--- config.mk ---
export PLATFORM = sky130hd
export DESIGN_NAME = bpt_front
export DESIGN_NICKNAME = d
export VERILOG_FILES = /design/src/rtl/bpt_pkg.sv /design/src/rtl/bpt_front.sv
export SDC_FILE = /design/constraint.sdc
export NUM_CORES = 2
export LEC_CHECK = 0
export BUFFER_PORTS_ARGS = -buffer_cell sky130_fd_sc_hd__buf_2
export CORE_UTILIZATION = 35
export DETAILED_ROUTE_END_ITERATION = 7
export GPL_TIMING_DRIVEN = 0
export SLEW_MARGIN = 5
export SYNTH_ARGS = -nofsm -noshare
export SYNTH_HDL_FRONTEND = slang
export SYNTH_SLANG_ARGS = --single-unit
--- constraint.sdc ---
create_clock -name clk -period 8.3 [get_ports clk]
set_input_delay 1.66 -clock clk [delete_from_list [all_inputs] [get_ports clk]]
set_output_delay 1.66 -clock clk [all_outputs]
set_load 0.005 [all_outputs]
--- src/rtl/bpt_pkg.sv ---
// ----------------------------------------------------------------------------
// bpt_pkg
// Shared widths, register indexes and inter-stage types for the barometric
// pressure and temperature compensation pipeline.
// ----------------------------------------------------------------------------
package bpt_pkg;

  // port widths
  localparam int RAW_W     = 24;
  localparam int COEF_W    = 16;
  localparam int PRES_W    = 18;
  localparam int TOUT_W    = 16;
  localparam int CFG_IDX_W = 3;

  // internal arithmetic widths
  localparam int DT_W    = RAW_W + 1;          // D2 - C5*256
  localparam int MUL_W   = DT_W + COEF_W + 1;  // dT times a coefficient
  localparam int DD_W    = 2 * DT_W;           // dT squared
  localparam int TEMP_SH = 23;
  localparam int OFF_SH  = 7;
  localparam int SENS_SH = 8;
  localparam int T2_SH   = 31;
  localparam int A_W     = MUL_W - TEMP_SH;    // TEMP - 2000
  localparam int TEMP_W  = A_W + 1;
  localparam int T2_W    = DD_W - 1 - T2_SH;
  localparam int OFF1_W  = MUL_W - OFF_SH + 1;
  localparam int SENS1_W = MUL_W - SENS_SH + 1;
  localparam int SQ_W    = 2 * A_W;
  localparam int CORR_W  = SQ_W + 4;
  localparam int TF_W    = TEMP_W + 1;
  localparam int OFF_W   = CORR_W + 1;
  localparam int SENS_W  = CORR_W + 1;
  localparam int SPLIT_W = 22;                 // low part of SENS per multiply
  localparam int HI_W    = SENS_W - SPLIT_W;
  localparam int PL_W    = RAW_W + SPLIT_W;
  localparam int PH_W    = RAW_W + 1 + HI_W;
  localparam int SUM_W   = PH_W + SPLIT_W;
  localparam int P_SH1   = 21;
  localparam int P_SH2   = 15;
  localparam int PROD_W  = SUM_W - P_SH1;
  localparam int X_W     = PROD_W + 1;

  localparam int TEMP_REF  = 2000;
  localparam int COLD_OFS  = 3500;  // -1500 relative to 2000
  localparam int OFF2_SH   = 1;
  localparam int SENS2_SH  = 2;

  localparam int FRONT_STAGES = 3;
  localparam int CORR_STAGES  = 3;
  localparam int PRESS_STAGES = 4;
  localparam int PIPE_DEPTH   = FRONT_STAGES + CORR_STAGES + PRESS_STAGES;

  typedef enum logic [CFG_IDX_W-1:0] {
    CFG_SENS,
    CFG_OFFSET,
    CFG_TCS,
    CFG_TCO,
    CFG_TREF,
    CFG_TEMPSENS
  } cfg_idx_t;

  typedef struct packed {
    logic [COEF_W-1:0] sens;
    logic [COEF_W-1:0] offset;
    logic [COEF_W-1:0] tcs;
    logic [COEF_W-1:0] tco;
    logic [COEF_W-1:0] tref;
    logic [COEF_W-1:0] tempsens;
  } coeff_t;

  typedef struct packed {
    logic [RAW_W-1:0]   d1;
    logic [A_W-1:0]     a;      // TEMP - 2000, two's complement
    logic [TEMP_W-1:0]  temp;
    logic [T2_W-1:0]    t2;
    logic [OFF1_W-1:0]  off1;
    logic [SENS1_W-1:0] sens1;
  } front_t;

  typedef struct packed {
    logic [RAW_W-1:0]  d1;
    logic [TF_W-1:0]   tf;
    logic [OFF_W-1:0]  off;
    logic [SENS_W-1:0] sens;
  } corr_t;

endpackage

--- src/rtl/bpt_front.sv ---
// ----------------------------------------------------------------------------
// bpt_front
// First-order stages: dT, the four dT products, then TEMP, OFF and SENS.
// ----------------------------------------------------------------------------
module bpt_front (
  input  logic                        clk,
  input  logic                        rst_n,
  input  bpt_pkg::coeff_t             coeff,
  input  logic                        up_valid,
  output logic                        up_ready,
  input  logic [bpt_pkg::RAW_W-1:0]   d1,
  input  logic [bpt_pkg::RAW_W-1:0]   d2,
  output logic                        dn_valid,
  input  logic                        dn_ready,
  output bpt_pkg::front_t             dn_data
);
  import bpt_pkg::*;

  logic s1_v_r, s2_v_r, s3_v_r;
  logic en1, en2, en3;

  // stage 1
  logic [RAW_W-1:0]        s1_d1_r;
  logic signed [DT_W-1:0]  dt_r, dt_nxt;
  // stage 2
  logic [RAW_W-1:0]        s2_d1_r;
  logic signed [MUL_W-1:0] mt_r, mo_r, ms_r, mt_nxt, mo_nxt, ms_nxt;
  logic signed [DD_W-1:0]  dd;
  logic [T2_W-1:0]         s2_t2_r;
  // stage 3
  front_t                  s3_r, s3_nxt;

  assign en3      = !s3_v_r || dn_ready;
  assign en2      = !s2_v_r || en3;
  assign en1      = !s1_v_r || en2;
  assign up_ready = en1;

  assign dt_nxt = $signed({1'b0, d2}) - $signed({1'b0, coeff.tref, 8'h00});

  assign mt_nxt = dt_r * $signed({1'b0, coeff.tempsens});
  assign mo_nxt = dt_r * $signed({1'b0, coeff.tco});
  assign ms_nxt = dt_r * $signed({1'b0, coeff.tcs});
  assign dd     = dt_r * dt_r;

  always_comb begin
    s3_nxt.d1    = s2_d1_r;
    s3_nxt.a     = mt_r[MUL_W-1:TEMP_SH];
    s3_nxt.temp  = {s3_nxt.a[A_W-1], s3_nxt.a} + TEMP_W'(TEMP_REF);
    s3_nxt.t2    = s2_t2_r;
    s3_nxt.off1  = {{(OFF1_W-COEF_W-16){1'b0}}, coeff.offset, 16'h0000}
                 + {mo_r[MUL_W-1], mo_r[MUL_W-1:OFF_SH]};
    s3_nxt.sens1 = {{(SENS1_W-COEF_W-15){1'b0}}, coeff.sens, 15'h0000}
                 + {ms_r[MUL_W-1], ms_r[MUL_W-1:SENS_SH]};
  end

  always_ff @(posedge clk) begin
    if (!rst_n) begin
      s1_v_r <= 1'b0;
      s2_v_r <= 1'b0;
      s3_v_r <= 1'b0;
    end else begin
      if (en1) s1_v_r <= up_valid;
      if (en2) s2_v_r <= s1_v_r;
      if (en3) s3_v_r <= s2_v_r;
    end
  end

  always_ff @(posedge clk) begin
    if (en1) begin
      s1_d1_r <= d1;
      dt_r    <= dt_nxt;
    end
    if (en2) begin
      s2_d1_r <= s1_d1_r;
      mt_r    <= mt_nxt;
      mo_r    <= mo_nxt;
      ms_r    <= ms_nxt;
      // dT squared is never negative, so a plain slice is the shift
      s2_t2_r <= dd[T2_SH+T2_W-1:T2_SH];
    end
    if (en3) begin
      s3_r <= s3_nxt;
    end
  end

  assign dn_valid = s3_v_r;
  assign dn_data  = s3_r;
endmodule

# After elaboration in Yosys (flattened, before gate mapping)
# Index checks and enable logic that the tools add are counted.
[totals]
input_bits = 148
memories = 0
wordCells = 30
out_inout_bits = 154
ramBits = 0
latchBits = 0
regBits = 372
mem_bits_ro = 0
[classes]
magnitude_cmp = 0
n_mux = 0
multipliers = 4
bitwise_logic = 0
div = 0
n_addsub = 4
n_shift = 0
n_reduce_logical = 6
n_eq_ne = 0
[op_table]
columns = ["operator", "n"]
rows = [
  ["$mul A25 B17 Y42", 3],
  ["$mul A25 B25 Y49", 1],
  ["$add A33 B35 Y36", 1],
  ["$add A32 B34 Y35", 1],
  ["$sub A24 B24 Y25", 1],
  ["$add A19 B12 Y20 const B", 1],
  ["$logic_not A1 Y1", 3],
  ["$logic_or A1 B1 Y1", 3],
]

# Longest topological paths before layout
[depth]
depth_word = 4
depth_mapped = 31
mapped_depth_nobuf = 29

# Worst setup path after synthesis
# Ideal clock, no wire load.
[synth_timing]
kind = "input to register"
start = "input port coeff[5] (netlist bit)"
end = "register mt_r[29] (data pin)"
required_ps = 8045
stages = 25
setup_slack_ps = 568
setup_time_ps = 255
n_path_buf = 2
arrival_time_ps = 7477
path_cell_list = "clkbuf_1 clkbuf_1 nand2_1 fa_1 inv_1 fa_1 fa_1 fa_1 inv_1 fa_1 inv_1 fa_1 ha_1 a211o_1 a21oi_1 nand4_1 a31oi_1 a211o_1 nand2_1 a21oi_1 o21bai_1 a221o_1 a21oi_1 o21ai_1 and3_1"
[synth_via]
elab_chain_len = 1
[synth_lines]
columns = ["item", "line", "text"]
rows = [
  ["start, declared", "bpt_front.sv:8", "input bpt_pkg::coeff_t coeff,"],
  ["$mul A25 B17 Y42", "bpt_front.sv:40", "assign mt_nxt = dt_r * $signed({1'b0, coeff.tempsens});"],
  ["net mt_nxt[29]", "bpt_front.sv:27", "logic signed [MUL_W-1:0] mt_r, mo_r, ms_r, mt_nxt, mo_nxt, ms_nxt;"],
  ["end signal, assigned", "bpt_front.sv:75", "mt_r <= mt_nxt;"],
  ["end, declared", "bpt_front.sv:27", ""],
]
# The timed path passes the listed nets, and every way through them passes these cells.
# A chain may end at the register's enable or synchronous reset.

# Worst setup path in the final report
[layout_timing]
start = "input port coeff[6] (netlist bit)"
end = "register mt_r[29] (data pin)"
# Same word-level chain as after synthesis.

==> metrics <==
H-tree Lvls 2; Seq cells post-synth 330; Tightest Pin Transition 1330 ps; Final Skew 31.7 ps; prevailing post-synth register cell edfxtp_1; Yosys Warn Count 0; final hold violations 0; Final min period 8120 ps; adder-cell share of the synthesized area between 50% and 60%; outcome finished, final reports clean; async set-reset flop share out of synthesis 0%; Post-DRT Antenna Nets 0; Post-DP HPWL approximately 200000 um; CP Capture Type flip-flop; area grow syn2layout 10.1%; Sink Count 330; antenna violations before repair 57; largest family of logic cells by synthesized area adder cells; Mapped Cells between 7000 and 8000; Post-Syn Area per Cell 10.0 sq um; clk_lat worst skew approximately 670 ps; grt ovf 0; site row count 167; xor/xnor share of the synthesized area around 2.1%; ranking of synthesized cells by area fa_1 49%, edfxtp_1 13%, inv_1 10%; TritonCTS clock tree built; Final Max Tran Viols 0; Core Footprint 0.207 sq mm; GRT Resource Usage Total between 20% and 30%; post-synth top area cell fa_1; first-pass GRT wire length 357000 um; mux cell area share after synthesis less than 1%; # setup viols final 0; Max FO, Critical Path 10; largest net degree at the start of global routing between 90 and 100; DRT iter0 DRCs 3800; FF+latch area 0.00988 sq mm; Worst slew margin about 12%; vias in the first global route between 50000 and 60000; RePlAce Congestion 0.983; CP Data Required Time 8710 ps; Post-Layout Cell Count roughly 10000; Filler Cell Count 20639; Net Count, Synth between 9000 and 10000; number of synthesized flops with an enable pin 327; Setup TNS 0 ps; Cell Count Post-Placement between 10000 and 15000; Port Buffers 295; detail-routed via count per cell 4.91; Synth Area in Simple Gates 12.1%; synthesized area 0.0728 sq mm; nets between 10000 and 15000; Compound-Gate Fraction of Synth Area 2.98%; max_cap viols 0; Num CTS Buffers between 40 and 50; fmax 123 MHz; WP data arrival roughly 8500 ps; Synth cell types 68; # hold bufs at CTS 0; top cell type's share of synthesized area 48.6%; Die Y 458 um; top-count cell post-synth inv_1; Commonest cells post-synth 2017 x inv_1, 1767 x fa_1, 937 x nand2_1, 607 x and2_1, 502 x ha_1; Vias 51076; clock slew at reported path FFs ~60 ps; R2R Setup Slk 280 ps; drt drc 0; Die Wd 458 um; DR pass1 iterations 5; Routed WL 237000 um; fraction of layout cells with a size suffix above 1 under 10%; Initial Util 35.2%; CP Class input port to flip-flop; DIE AREA 0.210 sq mm; multi-input logic area 0.0543 sq mm; wire per inst roughly 23 um; sequential area share after synthesis 13.6%; Tcrit/Tclk final 97.8%; type of the most critical hold path flip-flop to flip-flop; I/O Pins 302; Clock Path Buffers 3; Critical Path Source Type input port; root buffer cell clkbuf_16
[cell usage in the layout (no fill, tap or decap), types with 6 or more instances in the layout]
cell / count
buf_8: 7
o21a_1: 41
buf_2: 304
nand4_1: 10
nor2_1: 143
buf_4: 50
and3_1: 18
o21ai_0: 29
inv_6: 7
nand3_1: 15
inv_1: 2015
a21oi_1: 86
or3_1: 7
xnor2_1: 126
clkbuf_1: 106
o21bai_1: 8
xor2_1: 51
clkbuf_4: 40
nor3_1: 34
and2_1: 607
edfxtp_1: 327
a21o_1: 39
clkinv_1: 6
ha_1: 502
o21ai_1: 26
nand2b_1: 13
nor2b_1: 43
buf_6: 20
a21boi_1: 9
a21boi_0: 7
a211oi_1: 8
fa_1: 1763
clkbuf_2: 85
diode_2: 45
nand2_1: 936
a31oi_1: 7
o211ai_1: 9
clkbuf_16: 42
clkinv_2: 6
[stage by stage]
| step | hold slack [ps] | area, sq um | setup slack (ps) | util [%] |
|---|---|---|---|---|
| after floorplan | 400 | 72800 | 568 | - |
| after global placement | 400 | 77700 | -2140 | 37.5 |
| after detailed placement | 405 | 77800 | -2130 | 37.6 |
| after CTS | 388 | 79600 | -22.1 | 38.5 |
| after global routing | 406 | 80100 | -12.1 | 38.7 |
| final | 405 | 80100 | 183 | 38.7 |
[cell type report]
cell class	count	area share, %
antenna	45	0.141
timing repair buffer	322	2.23
inverter	2017	9.46
clock buffer	51	1.35
clock inverter	27	0.314
tap	2704	4.22
buffer	293	2.18
multi-input combinational	4617	67.8
sequential	330	12.3
[what timing repair did]
action / CTS / global route
setup buffers: 8 / 15
cloned: 0 / 0
setup endpoints to repair: 73 / 35
gates resized for setup: 216 / 285
pin swaps: 1 / 5
[worst max-delay path, cell delays in order]
cell and delay, ps:
clkbuf_2 300, clkbuf_2 410, nand2_1 130, fa_1 520
inv_1 90, fa_1 510, inv_1 60, fa_1 480
fa_1 540, fa_1 510, inv_1 50, fa_1 470
ha_1 310, a21oi_1 350, nand4_1 190, a31oi_2 260
a211o_2 250, nand2_1 100, a21oi_1 240, o21bai_1 130
a221o_1 400, a21oi_1 270, o21ai_1 90, and3_1 180
[path summary, 6_finish.rpt]
kind	start	end	cells past startpoint
worst max-delay path	coeff[6]	mt_r[29]	24
worst min-delay path	mo_r[15]	dn_data[43]	0
worst max register to register	dt_r[11]	s2_t2_r[17]	28
worst min register to register	mo_r[15]	dn_data[43]	0
[state kept, by name, summed over array words and instances (netlist names)]
| name | cells |
|---|---|
| dn_valid | 1 |
| dt_r | 25 |
| s2_d1_r | 24 |
| dn_data | 148 |
| s1_v_r | 1 |
| mt_r | 19 |
| ms_r | 34 |
| s1_d1_r | 24 |
| s2_v_r | 1 |
| mo_r | 35 |
| s2_t2_r | 18 |
[routing by layer]
layer	part of all wire (%)	GRT usage (%)
met4	5.1	10.1
met1	39	29.8
met5	0.063	0
met2	46	37.2
met3	9.9	6.21
[cell families after synthesis]
| kind of cell | count (synthesis) |
|---|---|
| fa+ha+maj | 2269 |
| mux | 1 |
| flops | 330 |
| compound gates | 324 |
| buf+inv | 2323 |
| simple gates | 1846 |
| xor+xnor | 177 |
Power is not shown: default switching activity piles up to over one toggle a cycle in this logic, so the estimate is an artifact.
