`src/rtl/bpt_pkg.sv`:
```
// ----------------------------------------------------------------------------
// bpt_pkg
// Shared widths, register indexes and inter-stage types for the barometric
// pressure and temperature compensation pipeline.
// ----------------------------------------------------------------------------
package bpt_pkg;

  // port widths
  localparam int RAW_W     = 24;
  localparam int COEF_W    = 16;
  localparam int PRES_W    = 18;
  localparam int TOUT_W    = 16;
  localparam int CFG_IDX_W = 3;

  // internal arithmetic widths
  localparam int DT_W    = RAW_W + 1;          // D2 - C5*256
  localparam int MUL_W   = DT_W + COEF_W + 1;  // dT times a coefficient
  localparam int DD_W    = 2 * DT_W;           // dT squared
  localparam int TEMP_SH = 23;
  localparam int OFF_SH  = 7;
  localparam int SENS_SH = 8;
  localparam int T2_SH   = 31;
  localparam int A_W     = MUL_W - TEMP_SH;    // TEMP - 2000
  localparam int TEMP_W  = A_W + 1;
  localparam int T2_W    = DD_W - 1 - T2_SH;
  localparam int OFF1_W  = MUL_W - OFF_SH + 1;
  localparam int SENS1_W = MUL_W - SENS_SH + 1;
  localparam int SQ_W    = 2 * A_W;
  localparam int CORR_W  = SQ_W + 4;
  localparam int TF_W    = TEMP_W + 1;
  localparam int OFF_W   = CORR_W + 1;
  localparam int SENS_W  = CORR_W + 1;
  localparam int SPLIT_W = 22;                 // low part of SENS per multiply
  localparam int HI_W    = SENS_W - SPLIT_W;
  localparam int PL_W    = RAW_W + SPLIT_W;
  localparam int PH_W    = RAW_W + 1 + HI_W;
  localparam int SUM_W   = PH_W + SPLIT_W;
  localparam int P_SH1   = 21;
  localparam int P_SH2   = 15;
  localparam int PROD_W  = SUM_W - P_SH1;
  localparam int X_W     = PROD_W + 1;

  localparam int TEMP_REF  = 2000;
  localparam int COLD_OFS  = 3500;  // -1500 relative to 2000
  localparam int OFF2_SH   = 1;
  localparam int SENS2_SH  = 2;

  localparam int FRONT_STAGES = 3;
  localparam int CORR_STAGES  = 3;
  localparam int PRESS_STAGES = 4;
  localparam int PIPE_DEPTH   = FRONT_STAGES + CORR_STAGES + PRESS_STAGES;

  typedef enum logic [CFG_IDX_W-1:0] {
    CFG_SENS,
    CFG_OFFSET,
    CFG_TCS,
    CFG_TCO,
    CFG_TREF,
    CFG_TEMPSENS
  } cfg_idx_t;

  typedef struct packed {
    logic [COEF_W-1:0] sens;
    logic [COEF_W-1:0] offset;
    logic [COEF_W-1:0] tcs;
    logic [COEF_W-1:0] tco;
    logic [COEF_W-1:0] tref;
    logic [COEF_W-1:0] tempsens;
  } coeff_t;

  typedef struct packed {
    logic [RAW_W-1:0]   d1;
    logic [A_W-1:0]     a;      // TEMP - 2000, two's complement
    logic [TEMP_W-1:0]  temp;
    logic [T2_W-1:0]    t2;
    logic [OFF1_W-1:0]  off1;
    logic [SENS1_W-1:0] sens1;
  } front_t;

  typedef struct packed {
    logic [RAW_W-1:0]  d1;
    logic [TF_W-1:0]   tf;
    logic [OFF_W-1:0]  off;
    logic [SENS_W-1:0] sens;
  } corr_t;

endpackage

```
`src/rtl/bpt_press.sv`:
```
// ----------------------------------------------------------------------------
// bpt_press
// Pressure stages: split D1*SENS multiply, shift and offset, then
// saturation into the output register.
// ----------------------------------------------------------------------------
module bpt_press (
  input  logic                               clk,
  input  logic                               rst_n,
  input  logic                               up_valid,
  output logic                               up_ready,
  input  bpt_pkg::corr_t                     up_data,
  output logic                               dn_valid,
  input  logic                               dn_ready,
  output logic [bpt_pkg::PRES_W-1:0]         pressure,
  output logic signed [bpt_pkg::TOUT_W-1:0]  temperature
);
  import bpt_pkg::*;

  logic s7_v_r, s8_v_r, s9_v_r, s10_v_r;
  logic en7, en8, en9, en10;

  // stage 7
  logic signed [HI_W-1:0]  sens_hi;
  logic [SPLIT_W-1:0]      sens_lo;
  logic [PL_W-1:0]         pl_r, pl_nxt;
  logic signed [PH_W-1:0]  ph_r, ph_nxt;
  logic [OFF_W-1:0]        s7_off_r;
  logic [TF_W-1:0]         s7_tf_r;
  // stage 8
  logic [SUM_W-1:0]        sum;
  logic [PROD_W-1:0]       prod_r;
  logic [OFF_W-1:0]        s8_off_r;
  logic [TF_W-1:0]         s8_tf_r;
  // stage 9
  logic [X_W-1:0]          x_r;
  logic [TF_W-1:0]         s9_tf_r;
  // stage 10
  logic [PRES_W-1:0]       pres_r, pres_nxt;
  logic [TOUT_W-1:0]       temp_r, temp_nxt;
  logic                    t_lo, t_hi;

  assign en10     = !s10_v_r || dn_ready;
  assign en9      = !s9_v_r || en10;
  assign en8      = !s8_v_r || en9;
  assign en7      = !s7_v_r || en8;
  assign up_ready = en7;

  assign sens_hi = up_data.sens[SENS_W-1:SPLIT_W];
  assign sens_lo = up_data.sens[SPLIT_W-1:0];
  assign pl_nxt  = up_data.d1 * sens_lo;
  assign ph_nxt  = $signed({1'b0, up_data.d1}) * sens_hi;

  assign sum = {ph_r, {SPLIT_W{1'b0}}} + {{(SUM_W-PL_W){1'b0}}, pl_r};

  // P = X >>> 15, clamped to the unsigned output range
  always_comb begin
    if (x_r[X_W-1]) begin
      pres_nxt = '0;
    end else if (|x_r[X_W-2:P_SH2+PRES_W]) begin
      pres_nxt = '1;
    end else begin
      pres_nxt = x_r[P_SH2+PRES_W-1:P_SH2];
    end
  end

  assign t_lo = s9_tf_r[TF_W-1] && !(&s9_tf_r[TF_W-2:TOUT_W-1]);
  assign t_hi = !s9_tf_r[TF_W-1] && (|s9_tf_r[TF_W-2:TOUT_W-1]);

  always_comb begin
    if (t_lo) begin
      temp_nxt = {1'b1, {(TOUT_W-1){1'b0}}};
    end else if (t_hi) begin
      temp_nxt = {1'b0, {(TOUT_W-1){1'b1}}};
    end else begin
      temp_nxt = s9_tf_r[TOUT_W-1:0];
    end
  end

  always_ff @(posedge clk) begin
    if (!rst_n) begin
      s7_v_r  <= 1'b0;
      s8_v_r  <= 1'b0;
      s9_v_r  <= 1'b0;
      s10_v_r <= 1'b0;
    end else begin
      if (en7)  s7_v_r  <= up_valid;
      if (en8)  s8_v_r  <= s7_v_r;
      if (en9)  s9_v_r  <= s8_v_r;
      if (en10) s10_v_r <= s9_v_r;
    end
  end

  always_ff @(posedge clk) begin
    if (en7) begin
      pl_r     <= pl_nxt;
      ph_r     <= ph_nxt;
      s7_off_r <= up_data.off;
      s7_tf_r  <= up_data.tf;
    end
    if (en8) begin
      prod_r   <= sum[SUM_W-1:P_SH1];
      s8_off_r <= s7_off_r;
      s8_tf_r  <= s7_tf_r;
    end
    if (en9) begin
      x_r     <= {prod_r[PROD_W-1], prod_r}
               - {{(X_W-OFF_W){s8_off_r[OFF_W-1]}}, s8_off_r};
      s9_tf_r <= s8_tf_r;
    end
    if (en10) begin
      pres_r <= pres_nxt;
      temp_r <= temp_nxt;
    end
  end

  assign dn_valid    = s10_v_r;
  assign pressure    = pres_r;
  assign temperature = $signed(temp_r);
endmodule

```
`config.mk`:
```
export PLATFORM = sky130hd
export DESIGN_NAME = bpt_press
export DESIGN_NICKNAME = d
export VERILOG_FILES = /design/src/rtl/bpt_pkg.sv /design/src/rtl/bpt_press.sv
export SDC_FILE = /design/constraint.sdc
export NUM_CORES = 2
export LEC_CHECK = 0
export ABC_CLOCK_PERIOD_IN_PS = 15000
export BUFFER_PORTS_ARGS = -buffer_cell sky130_fd_sc_hd__buf_2
export CAP_MARGIN = 5
export CELL_PAD_IN_SITES_DETAIL_PLACEMENT = 0
export CELL_PAD_IN_SITES_GLOBAL_PLACEMENT = 2
export CORE_MARGIN = 2
export CORE_UTILIZATION = 30
export CTS_CLUSTER_DIAMETER = 50
export DETAILED_ROUTE_END_ITERATION = 10
export PLACE_DENSITY = 0.72
export SLEW_MARGIN = 20
export SYNTH_ARGS = -nofsm -noshare
export SYNTH_HDL_FRONTEND = slang
export SYNTH_SLANG_ARGS = --single-unit
```
`constraint.sdc`:
```
create_clock -name clk -period 15 [get_ports clk]
set_input_delay 1.5 -clock clk [delete_from_list [all_inputs] [get_ports clk]]
set_output_delay 1.5 -clock clk [all_outputs]
set_load 0.01 [all_outputs]
```
# After elaboration in Yosys (flattened, before gate mapping)

Index checks and enable logic that the tools add are counted.

$add $sub $neg: 2
Multiply operators: 2
Muxes and demuxes: 2
Reductions and logical operators: 15

Operators by type and width:

| cell                | count |
|---|---|
| $add A68 B46 Y68    | 1 |
| $sub A47 B43 Y48    | 1 |
| $mul A24 B22 Y46    | 1 |
| $mul A25 B21 Y46    | 1 |
| $mux W18            | 1 |
| $mux W16            | 1 |
| $reduce_or A14 Y1   | 1 |
| $logic_not A1 Y1    | 6 |
| $reduce_and A5 Y1   | 1 |
| $reduce_or A5 Y1    | 1 |
| $logic_or A1 B1 Y1  | 4 |
| $logic_and A1 B1 Y1 | 2 |

Bits in registers: 374
Input bits: 135
Output and inout bits: 36
Logic and storage cells: 36

# Logic depth before layout (Yosys ltp)

Depth in word-level cells: 5
Mapped depth: 27
Depth with buffers taken out: 25

# Worst setup path after synthesis

No wires, ideal clock.

Path kind: input port to flip-flop
Start point: input port up_data[125] (netlist bit)
End point: register ph_r[45], data pin
Setup time: 0.262 ns
Data arrival time: 7.674 ns
Data required time: 14.738 ns
Path slack: 7.064 ns
Stages: 26
Path buffers: 3
Path through: clkbuf_1 -> clkbuf_1 -> nand2_1 -> fa_1 -> inv_1 -> fa_1 -> inv_1 -> fa_1 -> inv_1 -> fa_1 -> fa_1 -> fa_1 -> inv_1 -> fa_1 -> inv_1 -> ha_1 -> clkbuf_1 -> nand4_1 -> nor3_1 -> nand2b_1 -> o211ai_1 -> a41oi_2 -> o21ai_2 -> a311oi_2 -> o31ai_1 -> xnor2_1

Cells in the longest elaborated chain, start to end: 1

RTL lines:

| what                 | RTL line        | text |
|---|---|---|
| from (decl)          | bpt_press.sv:11 | `input bpt_pkg::corr_t up_data,` |
| $mul A25 B21 Y46     | bpt_press.sv:51 | `assign ph_nxt = $signed({1'b0, up_data.d1}) * sens_hi;` |
| via ph_nxt[45]       | bpt_press.sv:26 | `logic signed [PH_W-1:0] ph_r, ph_nxt;` |
| to (signal assigned) | bpt_press.sv:96 | `ph_r <= ph_nxt;` |
| to (decl)            | bpt_press.sv:26 |  |

The timed path passes the listed nets, and every way through them passes these cells.
A chain may end at the register's enable or synchronous reset.

# Final worst setup path

Start point: input port up_data[128] (netlist bit)
End point: register ph_r[41], data pin

Same word-level chain as after synthesis.

==> impl_metrics.yaml <==
status:
  status: "finished, final reports clean"
critical_path:
  crit_path_start_kind: "input port"
  worst_setup_path_end_kind: "flop"
  arrival_ps: 8720
  cp_max_fo: 36
  cp_data_required_time_ps: 15300
  crit_type: "input port to flop"
clock_network:
  cts_made_buffers: 38
  clkLatencyLatePin_ps: 570
  clock_path_buffers: 3
  cts_sinks: 338
  htree_levels: 2
  cts_root_buf: "clkbuf_16"
  cts_tree: "yes"
  holdBufCountCts: 0
  clk_pin_slew_ps: 60
  post_cts_buffers: 0
  cts_resized: 0
global_routing:
  grt_max_degree: 59
  antenna_found_initial: 21
  grt-ovfl-total: 0
  track_usage_pct: 16.43
  grt_pass1_wl_um: 205000
  grt_pass1_vias: 34190
drt:
  wl_um: 129000
  drtIter0Drc: 1633
  firstDrtPassIters: 5
  post-route-drc-count: 0
  vias_per_cell: 4.569
  ant_nets: 0
  vias: 31080
  post_drt_wl_per_cell_um: 18.97
timing:
  timing.fmax_ghz: 0.1188
  maxSlewViolCount: 0
  setup_ws_ps: 6581
  hold_slack_ps: 414.4
  timing.final.crit_share_pct: 56.13
  fin_skew_ps: 23.86
  worst_pin_slew_ps: 1042
  finalSetupViolations: 0
  slew_headroom_pct: 30.08
  finalCriticalPeriod_ps: 8419
  tns_ps: 0
  grt_setup_unrepaired: "false"
  finalHoldViolCount: 0
cells_and_area:
  drive_above_1_share_pct: 6.097
  fillers: 16040
  finalNetCount: 6111
  synthToLayoutAreaGrowth_pct: 8.839
place:
  place_congestion: 0.8434
  post-place-ws_ps: 5919
  post-dp-hpwl_um: 98180
  port_buffers: 170
die:
  die-area_um2: 160500
  io_pins: 171
  start_util_pct: 30.21
  dieWidth_um: 400.6
  core_um2: 156200
  rows: 145
  die_y_um: 400.6
synth:
  synthCells: 4679
  ys_types: 69
  ys_warn_count: 0
  syn_area_um2: 47190
  postSynthAreaPerCell_um2: 10.09
  ys_seq_area_share_pct: 21.42
  synth_fp_nets: 6078
  synth_edf_count: 334
  synthFlopType: "edfxtp_1"
  ys_seq_elements: 338
  async_flop_share_pct: 0
job:
  cap_viol_max_count: 0
worst_hold_path:
  hp-class: "flop to flop"
worst max-delay path, cell delays in order:
cell	delay (ps)
buf_2	360
buf_4	550
nand2_1	160
fa_1	560
inv_1	50
fa_1	490
inv_1	50
fa_1	470
inv_1	50
fa_1	490
fa_1	510
fa_1	500
inv_1	50
fa_1	570
inv_1	70
ha_1	400
a21oi_1	160
o21ai_0	140
a21oi_1	140
o211ai_1	110
a41oi_2	420
o21ai_2	190
a311oi_2	400
o21bai_1	140
xor2_1	160
cell families after synthesis:
group,Yosys count,synth area share [%]
buffers and inverters,1211,9.651
XOR/XNOR,139,2.580
flip-flops,338,21.42
AND/OR/NAND/NOR,1354,13.95
adder cells (fa/ha/maj),1264,47.08
AO/OA/AOI/OAI,373,5.311
final timing paths:
kind                          from                    end  slack [ps]  depth (start not counted)
max                   up_data[128]     ph_r[41]$_DFFE_PP_        6580                         25
min          s7_off_r[0]$_DFFE_PP_  s8_off_r[0]$_DFFE_PP_         410                          0
max reg2reg     pl_r[22]$_DFFE_PP_   prod_r[33]$_DFFE_PP_       11160                         12
min reg2reg  s7_off_r[0]$_DFFE_PP_  s8_off_r[0]$_DFFE_PP_         410                          0
sequential cells by signal (all words and copies together), names as in the netlist, 16 cells and up:
signal / flops
x_r: 33
pl_r: 25
pressure: 18
ph_r: 46
s8_tf_r: 21
s7_tf_r: 21
s7_off_r: 43
temperature: 16
s8_off_r: 43
prod_r: 47
s9_tf_r: 21
Yosys cell counts, types with 4 or more instances:
cell,n,area [um2]
a211o_1,6,52.55
a211oi_1,10,75.07
a21o_1,88,660.6
a21oi_1,112,560.5
a31oi_1,14,87.58
a41oi_1,6,52.55
and2_1,426,2665
and3_1,10,62.56
and4_1,5,43.79
clkbuf_1,210,788.3
dfxtp_1,4,80.08
edfxtp_1,334,10030
fa_1,853,17080
ha_1,411,5142
inv_1,997,3742
nand2_1,639,2399
nand2b_1,34,212.7
nand3_1,40,200.2
nand4_1,22,137.6
nor2_1,96,360.4
nor2b_1,34,212.7
nor3_1,25,125.1
nor3b_1,4,30.03
nor4_1,6,37.54
o211ai_1,9,67.56
o21a_1,6,45.04
o21ai_0,55,275.3
o21ai_1,8,40.04
o21bai_1,12,90.09
o31ai_1,6,45.04
xnor2_1,83,727.0
xor2_1,56,490.5
layer usage:
layer  wire [um]  global-route usage (%)
met5         190                       0
met4        2200                   3.137
met3        5106                   1.810
met2       59800                   27.00
met1       61710                   23.45
through the flow:
| step | area, um2 | util [%] | std cells |
|---|---|---|---|
| floorplan | 47190 | - | 4679 |
| global placement | 50100 | 32.07 | 6730 |
| detailed placement | 50100 | 32.07 | 6730 |
| CTS | 51350 | 32.88 | 6798 |
| global route | 51360 | 32.88 | 6800 |
| finish | 51360 | 32.88 | 6802 |
cell type report:
cell class | count | area, um2 | area share [%]
flip-flops and latches | 338 | 10110 | 19.68
inverters | 997 | 3745 | 7.291
clock buffers | 44 | 993.5 | 1.934
well taps | 2058 | 2575 | 5.013
diodes | 4 | 10.01 | 0.01949
repair buffers | 207 | 1129 | 2.197
multi-input cells | 3130 | 32540 | 63.35
clock inverters | 24 | 264.0 | 0.5140
cell usage in the layout, fill, tap and decap left out, types with 88 or more instances in the layout:
master	netlist	routed
a21o_1	88	88
buf_2	1	170
and2_1	426	426
nor2_1	96	96
a21oi_1	112	112
inv_1	997	996
nand2_1	639	637
ha_1	411	411
edfxtp_1	334	334
fa_1	853	853
Power is not shown: default switching activity piles up to over one toggle a cycle in this logic, so the estimate is an artifact.
