**src/rtl/bpt_pkg.sv**
```systemverilog
// ----------------------------------------------------------------------------
// bpt_pkg
// Shared widths, register indexes and inter-stage types for the barometric
// pressure and temperature compensation pipeline.
// ----------------------------------------------------------------------------
package bpt_pkg;

  // port widths
  localparam int RAW_W     = 24;
  localparam int COEF_W    = 16;
  localparam int PRES_W    = 18;
  localparam int TOUT_W    = 16;
  localparam int CFG_IDX_W = 3;

  // internal arithmetic widths
  localparam int DT_W    = RAW_W + 1;          // D2 - C5*256
  localparam int MUL_W   = DT_W + COEF_W + 1;  // dT times a coefficient
  localparam int DD_W    = 2 * DT_W;           // dT squared
  localparam int TEMP_SH = 23;
  localparam int OFF_SH  = 7;
  localparam int SENS_SH = 8;
  localparam int T2_SH   = 31;
  localparam int A_W     = MUL_W - TEMP_SH;    // TEMP - 2000
  localparam int TEMP_W  = A_W + 1;
  localparam int T2_W    = DD_W - 1 - T2_SH;
  localparam int OFF1_W  = MUL_W - OFF_SH + 1;
  localparam int SENS1_W = MUL_W - SENS_SH + 1;
  localparam int SQ_W    = 2 * A_W;
  localparam int CORR_W  = SQ_W + 4;
  localparam int TF_W    = TEMP_W + 1;
  localparam int OFF_W   = CORR_W + 1;
  localparam int SENS_W  = CORR_W + 1;
  localparam int SPLIT_W = 22;                 // low part of SENS per multiply
  localparam int HI_W    = SENS_W - SPLIT_W;
  localparam int PL_W    = RAW_W + SPLIT_W;
  localparam int PH_W    = RAW_W + 1 + HI_W;
  localparam int SUM_W   = PH_W + SPLIT_W;
  localparam int P_SH1   = 21;
  localparam int P_SH2   = 15;
  localparam int PROD_W  = SUM_W - P_SH1;
  localparam int X_W     = PROD_W + 1;

  localparam int TEMP_REF  = 2000;
  localparam int COLD_OFS  = 3500;  // -1500 relative to 2000
  localparam int OFF2_SH   = 1;
  localparam int SENS2_SH  = 2;

  localparam int FRONT_STAGES = 3;
  localparam int CORR_STAGES  = 3;
  localparam int PRESS_STAGES = 4;
  localparam int PIPE_DEPTH   = FRONT_STAGES + CORR_STAGES + PRESS_STAGES;

  typedef enum logic [CFG_IDX_W-1:0] {
    CFG_SENS,
    CFG_OFFSET,
    CFG_TCS,
    CFG_TCO,
    CFG_TREF,
    CFG_TEMPSENS
  } cfg_idx_t;

  typedef struct packed {
    logic [COEF_W-1:0] sens;
    logic [COEF_W-1:0] offset;
    logic [COEF_W-1:0] tcs;
    logic [COEF_W-1:0] tco;
    logic [COEF_W-1:0] tref;
    logic [COEF_W-1:0] tempsens;
  } coeff_t;

  typedef struct packed {
    logic [RAW_W-1:0]   d1;
    logic [A_W-1:0]     a;      // TEMP - 2000, two's complement
    logic [TEMP_W-1:0]  temp;
    logic [T2_W-1:0]    t2;
    logic [OFF1_W-1:0]  off1;
    logic [SENS1_W-1:0] sens1;
  } front_t;

  typedef struct packed {
    logic [RAW_W-1:0]  d1;
    logic [TF_W-1:0]   tf;
    logic [OFF_W-1:0]  off;
    logic [SENS_W-1:0] sens;
  } corr_t;

endpackage

```
**src/rtl/bpt_corr.sv**
```systemverilog
// ----------------------------------------------------------------------------
// bpt_corr
// Second-order stages: squares of the cold terms, OFF2/SENS2, and the
// corrected TEMP, OFF and SENS.
// ----------------------------------------------------------------------------
module bpt_corr (
  input  logic             clk,
  input  logic             rst_n,
  input  logic             up_valid,
  output logic             up_ready,
  input  bpt_pkg::front_t  up_data,
  output logic             dn_valid,
  input  logic             dn_ready,
  output bpt_pkg::corr_t   dn_data
);
  import bpt_pkg::*;

  logic s4_v_r, s5_v_r, s6_v_r;
  logic en4, en5, en6;

  // stage 4
  logic [A_W-1:0]           b;
  logic signed [SQ_W-1:0]   sq1_p, sq2_p;
  logic [SQ_W-1:0]          sq1_r, sq2_r;
  logic                     cold_r, vcold_r;
  logic [TF_W-1:0]          s4_tf_r;
  logic [RAW_W-1:0]         s4_d1_r;
  logic [OFF1_W-1:0]        s4_off1_r;
  logic [SENS1_W-1:0]       s4_sens1_r;
  // stage 5
  logic [CORR_W-1:0]        sq1_x, sq2_x, f5, f7, f11;
  logic [CORR_W-1:0]        off2_r, sens2_r, off2_nxt, sens2_nxt;
  logic [TF_W-1:0]          s5_tf_r;
  logic [RAW_W-1:0]         s5_d1_r;
  logic [OFF1_W-1:0]        s5_off1_r;
  logic [SENS1_W-1:0]       s5_sens1_r;
  // stage 6
  corr_t                    s6_r, s6_nxt;

  assign en6      = !s6_v_r || dn_ready;
  assign en5      = !s5_v_r || en6;
  assign en4      = !s4_v_r || en5;
  assign up_ready = en4;

  assign b     = up_data.a + A_W'(COLD_OFS);
  assign sq1_p = $signed(up_data.a) * $signed(up_data.a);
  assign sq2_p = $signed(b) * $signed(b);

  assign sq1_x = {{(CORR_W-SQ_W){1'b0}}, sq1_r};
  assign sq2_x = {{(CORR_W-SQ_W){1'b0}}, sq2_r};
  assign f5    = (sq1_x << 2) + sq1_x;
  assign f7    = (sq2_x << 3) - sq2_x;
  assign f11   = (sq2_x << 3) + (sq2_x << 1) + sq2_x;

  always_comb begin
    off2_nxt  = '0;
    sens2_nxt = '0;
    if (cold_r) begin
      off2_nxt  = f5 >> OFF2_SH;
      sens2_nxt = f5 >> SENS2_SH;
    end
    if (vcold_r) begin
      off2_nxt  = off2_nxt + f7;
      sens2_nxt = sens2_nxt + (f11 >> 1);
    end
  end

  always_comb begin
    s6_nxt.d1   = s5_d1_r;
    s6_nxt.tf   = s5_tf_r;
    s6_nxt.off  = {{(OFF_W-OFF1_W){s5_off1_r[OFF1_W-1]}}, s5_off1_r}
                - {1'b0, off2_r};
    s6_nxt.sens = {{(SENS_W-SENS1_W){s5_sens1_r[SENS1_W-1]}}, s5_sens1_r}
                - {1'b0, sens2_r};
  end

  always_ff @(posedge clk) begin
    if (!rst_n) begin
      s4_v_r <= 1'b0;
      s5_v_r <= 1'b0;
      s6_v_r <= 1'b0;
    end else begin
      if (en4) s4_v_r <= up_valid;
      if (en5) s5_v_r <= s4_v_r;
      if (en6) s6_v_r <= s5_v_r;
    end
  end

  always_ff @(posedge clk) begin
    if (en4) begin
      sq1_r      <= sq1_p;
      sq2_r      <= sq2_p;
      // cold below 20.00 degC, very cold below -15.00 degC
      cold_r     <= up_data.a[A_W-1];
      vcold_r    <= b[A_W-1];
      // T2 only applies when cold
      s4_tf_r    <= {up_data.temp[TEMP_W-1], up_data.temp}
                  - {{(TF_W-T2_W){1'b0}}, up_data.t2 & {T2_W{up_data.a[A_W-1]}}};
      s4_d1_r    <= up_data.d1;
      s4_off1_r  <= up_data.off1;
      s4_sens1_r <= up_data.sens1;
    end
    if (en5) begin
      off2_r     <= off2_nxt;
      sens2_r    <= sens2_nxt;
      s5_tf_r    <= s4_tf_r;
      s5_d1_r    <= s4_d1_r;
      s5_off1_r  <= s4_off1_r;
      s5_sens1_r <= s4_sens1_r;
    end
    if (en6) begin
      s6_r <= s6_nxt;
    end
  end

  assign dn_valid = s6_v_r;
  assign dn_data  = s6_r;
endmodule

```
**config.mk**
```make
export PLATFORM = sky130hd
export DESIGN_NAME = bpt_corr
export DESIGN_NICKNAME = d
export VERILOG_FILES = /design/src/rtl/bpt_pkg.sv /design/src/rtl/bpt_corr.sv
export SDC_FILE = /design/constraint.sdc
export NUM_CORES = 2
export LEC_CHECK = 0
export CORE_MARGIN = 10
export CORE_UTILIZATION = 40
export DETAILED_ROUTE_END_ITERATION = 8
export DONT_BUFFER_PORTS = 1
export HOLD_SLACK_MARGIN = 0.05
export SYNTH_ARGS = -nofsm -noshare
export SYNTH_HDL_FRONTEND = slang
export SYNTH_SLANG_ARGS = --single-unit
```
**constraint.sdc**
```tcl
create_clock -name clk -period 18.9 [get_ports clk]
set_clock_uncertainty 0.05 [all_clocks]
set_input_delay 2.835 -clock clk [delete_from_list [all_inputs] [get_ports clk]]
set_output_delay 2.835 -clock clk [all_outputs]
set_load 0.005 [all_outputs]
```
# [Yosys cells after proc, flatten, opt, wreduce, memory -nomap -nowiden]
# Cells that the tools add are included.
[op_classes] add_sub_neg=10 multipliers=2 div=0 magnitude_cmp=0 n_eq_ne=0 n_shift=0 mux=4 bitwise_logic=1 reduce_logical=6
[op_table] operator="$sub 43x42->43" n=2
[op_table] operator="$mux 42" n=2
[op_table] operator="$mul 19x19->38" n=2
[op_table] operator="$add 39x41->42" n=1
[op_table] operator="$add 41x39->42" n=1
[op_table] operator="$add 41x42->42" n=1
[op_table] operator="$add 42x38->42" n=1
[op_table] operator="$sub 41x38->42" n=1
[op_table] operator="$add 40x38->41" n=1
[op_table] operator="$mux 41" n=1
[op_table] operator="$mux 39" n=1
[op_table] operator="$sub 20x19->21" n=1
[op_table] operator="$add 19x12->19 const B" n=1
[op_table] operator="$and 18x18->18" n=1
[op_table] operator="$logic_not 1->1" n=3
[op_table] operator="$logic_or 1x1->1" n=3
[word_totals] reg_bits=528 latchBits=0 mem_bits_rw=0 rom_bits=0 in_bits=156 memories=0

# [Longest topological paths before layout]
[logic_depth] word_depth=4 depth_mapped=37 depth_no_buf=35

# [Least setup slack after synthesis]
# Ideal clock, no wire load.
[synth_timing] path_type="input port to flip-flop" from="input port up_data[111] (netlist bit)" to="register sq2_r[37], data pin" arrival_ps=10886 required_ps=18591 slack_ps=7705 cell_stages=34 n_path_buf=2 cell_sequence="inv_1 > clkbuf_1 > ha_1 > inv_1 > a21oi_1 > o21ai_0 > nand2_1 > nand3_1 > nand2_1 > nor3_1 > xor2_1 > clkbuf_1 > nand2_1 > fa_1 > inv_1 > fa_1 > inv_1 > fa_1 > inv_1 > fa_1 > fa_1 > fa_1 > ha_1 > ha_1 > and3_1 > and3_1 > a221oi_1 > o21ai_0 > o2111ai_1 > and4_1 > nor4_1 > a2111oi_0 > o2bb2ai_1 > xnor2_1"
[synth_between] elab_chain_len=2
[synth_lines] element="start: declaration" line="bpt_corr.sv:11" rtl="input bpt_pkg::front_t up_data,"
[synth_lines] element="$add 19x12->19" line="bpt_corr.sv:45" rtl="assign b = up_data.a + A_W'(COLD_OFS);"
[synth_lines] element="$mul 19x19->38" line="bpt_corr.sv:47" rtl="assign sq2_p = $signed(b) * $signed(b);"
[synth_lines] element="via sq2_p[37]" line="bpt_corr.sv:23" rtl="logic signed [SQ_W-1:0] sq1_p, sq2_p;"
[synth_lines] element="end signal: assignment" line="bpt_corr.sv:92" rtl="sq2_r <= sq2_p;"
[synth_lines] element="end: declaration" line="bpt_corr.sv:24" rtl="logic [SQ_W-1:0] sq1_r, sq2_r;"
# The timed path passes the listed nets, and every way through them passes these cells.
# A chain may end at the register's enable or synchronous reset.

# [Worst setup path after layout]
[layout_timing] from="input port up_data[112] (netlist bit)" to="register sq2_r[37], data pin"
# The elaborated chain is that of the path after synthesis.

==> reports/summary.log <==
[drt] Via-to-Cell Ratio 5.098
[sta] final setup violating endpoints 0
[clocking] Worst-Skew Late Latency 620 ps
[floorplan] standard-cell rows 136
[sta] share of the clock period used by the worst path 63.07%
[global_routing] via count of the first global-routing pass 38,972
[floorplan] effective utilization at floorplan 40.43%
[setup_path] critical path capture point type flop
[clocking] Max H-tree Level 2
[global_routing] total global-route track usage 17.15%
[cells_and_area] leading cell types in the layout, fill and taps excluded 1,096 x sky130_fd_sc_hd__inv_1, 742 x sky130_fd_sc_hd__fa_1, 521 x sky130_fd_sc_hd__edfxtp_1
[clocking] hold-fix buffer count after cts 0
[cells_and_area] combined area of the multi-input logic cells 35,610 µm²
[cells_and_area] most common cell after layout, fill and taps aside sky130_fd_sc_hd__inv_1
[clocking] TritonCTS Sinks 524
[floorplan] I/O pin count 289
[setup_path] Critical Path Fanout Max 17
[clocking] CTS clk-pin slew, worst paths 70 ps
[clocking] clock tree from TritonCTS yes
[setup_path] CP Data Arrival Time 12,220 ps
[logic_synthesis] prevailing post-synth register cell sky130_fd_sc_hd__edfxtp_1
[run] max-capacitance violation count 0
[drt] violation count after the first detailed-route iteration 2,301
[sta] Worst slew margin 18.89%
[hold_path] path class of the lowest-slack min-delay path flop to flop
[clocking] number of buffers created by CTS 52
[floorplan] area of the die 154,800 µm²
[floorplan] core region area 138,000 µm²
[clocking] post-cts gate resize count 0
[clocking] Max Root-Sink Buffers 3
[cells_and_area] ratio of cells with drive above 1 in the final layout 3.094%
[placed_design] buffers added on ports 0
[logic_synthesis] share of synthesized area occupied by flip-flops and latches 28.15%
[global_routing] maximum number of pins on one net before global-route repair 81
[clocking] CTS Root Buffer Type sky130_fd_sc_hd__clkbuf_16
[placed_design] post-detailed-placement half-perimeter wirelength 108,600 µm
[drt] count of nets left with antenna violations after detail routing 0
[clocking] number of buffers inserted to repair setup after CTS 0
[logic_synthesis] area of the mapped netlist 55,800 µm²
[sta] Peak Freq 83.89 MHz
[logic_synthesis] number of cells produced by synthesis 5,378
[cells_and_area] Final nets 6,758
[drt] first-pass iteration count of the detailed router 6
[setup_path] worst path required time 19,200 ps
[cells_and_area] sequential cell area 15,710 µm²
[global_routing] global-route track usage on met3 2.249%
[logic_synthesis] warning count from the yosys run 0
[drt] DRC violation count after routing 0
[global_routing] Remaining Overflow, GRT 0
[logic_synthesis] synthesized area divided by synthesized cell count 10.38 µm²
[global_routing] first-pass GRT wire length 215,500 µm
[logic_synthesis] Synth cell types 82
[cells_and_area] filler cell count in the final layout 13,124
[logic_synthesis] proportion of synthesized flip-flops having asynchronous set or reset 0%
[status] result of the run finished clean
[global_routing] most heavily used metal layer in global routing met2
[logic_synthesis] Post-Syn Nets 6,783
[drt] wire length per cell after detailed routing 18.43 µm
[cells_and_area] final core utilization 43.29%
[setup_path] cell with the largest stage delay on the worst path sky130_fd_sc_hd__a2111oi_0
[drt] via count of the routed design 37,027
[placed_design] Placer Congestion 0.9284
[sta] Final TNS setup 0 ps
[logic_synthesis] EDFF count, synth 521
[logic_synthesis] Seq cells post-synth 524
[global_routing] met2 Track Usage GR 29.41%
[sta] slew of the pin with the lowest slew margin 1212 ps
[sta] RSZ-0062 raised after global routing false
[setup_path] Worst setup SP type input pin
[sta] final number of max-transition violations 0
[global_routing] met1 Usage GRT 22.78%
[sta] Hold Vio Cnt, Final 0
[floorplan] height of the chip 393.5 µm
[floorplan] width of the die 393.5 µm
[setup_path] Worst path max stage delay 710 ps
[global_routing] number of antenna violations at the first check in global routing 8
[setup_path] Setup Crit Path Kind input pin to flop
[drt] detailed-route wire length 133,900 µm
[sta] Tmin final 11,920 ps
[cells_and_area] area added between synthesis and finish 7.059%
## metrics by stage
| step | instances | hold slack (ps) | setup slack, ps | instance area [µm²] |
|---|---|---|---|---|
| floorplan | 5378 | 350.3 | 7705 | 55800 |
| global placement | 7162 | 350.6 | 6596 | 57980 |
| detailed placement | 7162 | 354.5 | 6432 | 57980 |
| CTS | 7260 | 363.3 | 7101 | 59730 |
| global route | 7260 | 368.4 | 6506 | 59730 |
| finish | 7263 | 362.9 | 6980 | 59740 |
## layer usage
| layer | up-vias | routed length, µm |
|---|---|---|
| li1 | 17656 | - |
| met5 | - | 40 |
| met1 | 18298 | 60160 |
| met4 | 8 | 3627 |
| met2 | 882 | 63780 |
| met3 | 183 | 6256 |
## critical path, delay by kind of cell
kind / cells / cell delay (ps)
fa+ha+maj: 9 / 3870
buf+inv: 6 / 1090
xor+xnor: 2 / 630
simple gates: 9 / 1570
compound gates: 7 / 2210
## Yosys cell counts (11+ instances only)
cell type,count,share of area (%)
sky130_fd_sc_hd__inv_1,1097,7.4
sky130_fd_sc_hd__fa_1,742,27
sky130_fd_sc_hd__edfxtp_1,521,28
sky130_fd_sc_hd__ha_1,507,11
sky130_fd_sc_hd__nand2_1,396,2.7
sky130_fd_sc_hd__nor2_1,284,1.9
sky130_fd_sc_hd__a21oi_1,245,2.2
sky130_fd_sc_hd__xnor2_1,211,3.3
sky130_fd_sc_hd__a21o_1,183,2.5
sky130_fd_sc_hd__o21ai_0,168,1.5
sky130_fd_sc_hd__xor2_1,103,1.6
sky130_fd_sc_hd__clkbuf_1,97,0.65
sky130_fd_sc_hd__and2_1,86,0.96
sky130_fd_sc_hd__nand3_1,73,0.65
sky130_fd_sc_hd__o21a_1,57,0.77
sky130_fd_sc_hd__nor3_1,55,0.49
sky130_fd_sc_hd__nand2b_1,51,0.57
sky130_fd_sc_hd__nor2b_1,48,0.54
sky130_fd_sc_hd__a31oi_1,42,0.47
sky130_fd_sc_hd__o21bai_1,39,0.52
sky130_fd_sc_hd__a211oi_1,31,0.42
sky130_fd_sc_hd__and3_1,31,0.35
sky130_fd_sc_hd__nand4_1,28,0.31
sky130_fd_sc_hd__a31o_2,19,0.30
sky130_fd_sc_hd__or2_2,19,0.21
sky130_fd_sc_hd__o31ai_1,17,0.23
sky130_fd_sc_hd__or3_1,16,0.18
sky130_fd_sc_hd__a221oi_1,15,0.24
sky130_fd_sc_hd__a21boi_0,11,0.15
sky130_fd_sc_hd__a22o_1,11,0.17
sky130_fd_sc_hd__o211ai_1,11,0.15
## registers in the layout (all words and copies together), names as in the netlist
register,cells
vcold_r,1
s4_sens1_r,35
s4_off1_r,36
s5_d1_r,24
s5_v_r,1
s4_v_r,1
sens2_r,42
s4_d1_r,24
dn_data,131
sq1_r,37
off2_r,42
s5_off1_r,36
sq2_r,35
dn_valid,1
s5_tf_r,21
s4_tf_r,21
cold_r,1
s5_sens1_r,35
## path summary, 6_finish.rpt
check                  startpoint                        end  slack [ps]  cells past startpoint
max                  up_data[112]        sq2_r[37]$_DFFE_PP_        6980                     33
min          s4_d1_r[6]$_DFFE_PP_       s5_d1_r[6]$_DFFE_PP_         360                      0
max reg2reg    sq1_r[2]$_DFFE_PP_  sens2_r[39]$_SDFFCE_PN0P_       11730                     21
min reg2reg  s4_d1_r[6]$_DFFE_PP_       s5_d1_r[6]$_DFFE_PP_         360                      0
## logic make-up (layout without fill, tap and decap cells)
kind of cell | count (synthesis) | in the layout | share of synthesized area [%]
XOR/XNOR | 314 | 314 | 4.929
multiplexers | 10 | 10 | 0.1816
AND/OR/NAND/NOR | 1118 | 1118 | 9.297
other | 1 | 4 | 0.006721
buffers and inverters | 1207 | 1226 | 8.120
AO/OA/AOI/OAI | 955 | 955 | 11.33
adder cells (fa/ha/maj) | 1249 | 1249 | 37.99
flip-flops | 524 | 524 | 28.15
## area by class of cell
cell class	instances	area share, %
diodes	3	0.01257
clock buffers	59	2.222
clock inverters	39	0.7080
inverters	1104	6.946
multi-input cells	3647	59.62
flip-flops and latches	524	26.29
well taps	1863	3.902
repair buffers	24	0.3016
Power is not shown: default switching activity piles up to over one toggle a cycle in this logic, so the estimate is an artifact.
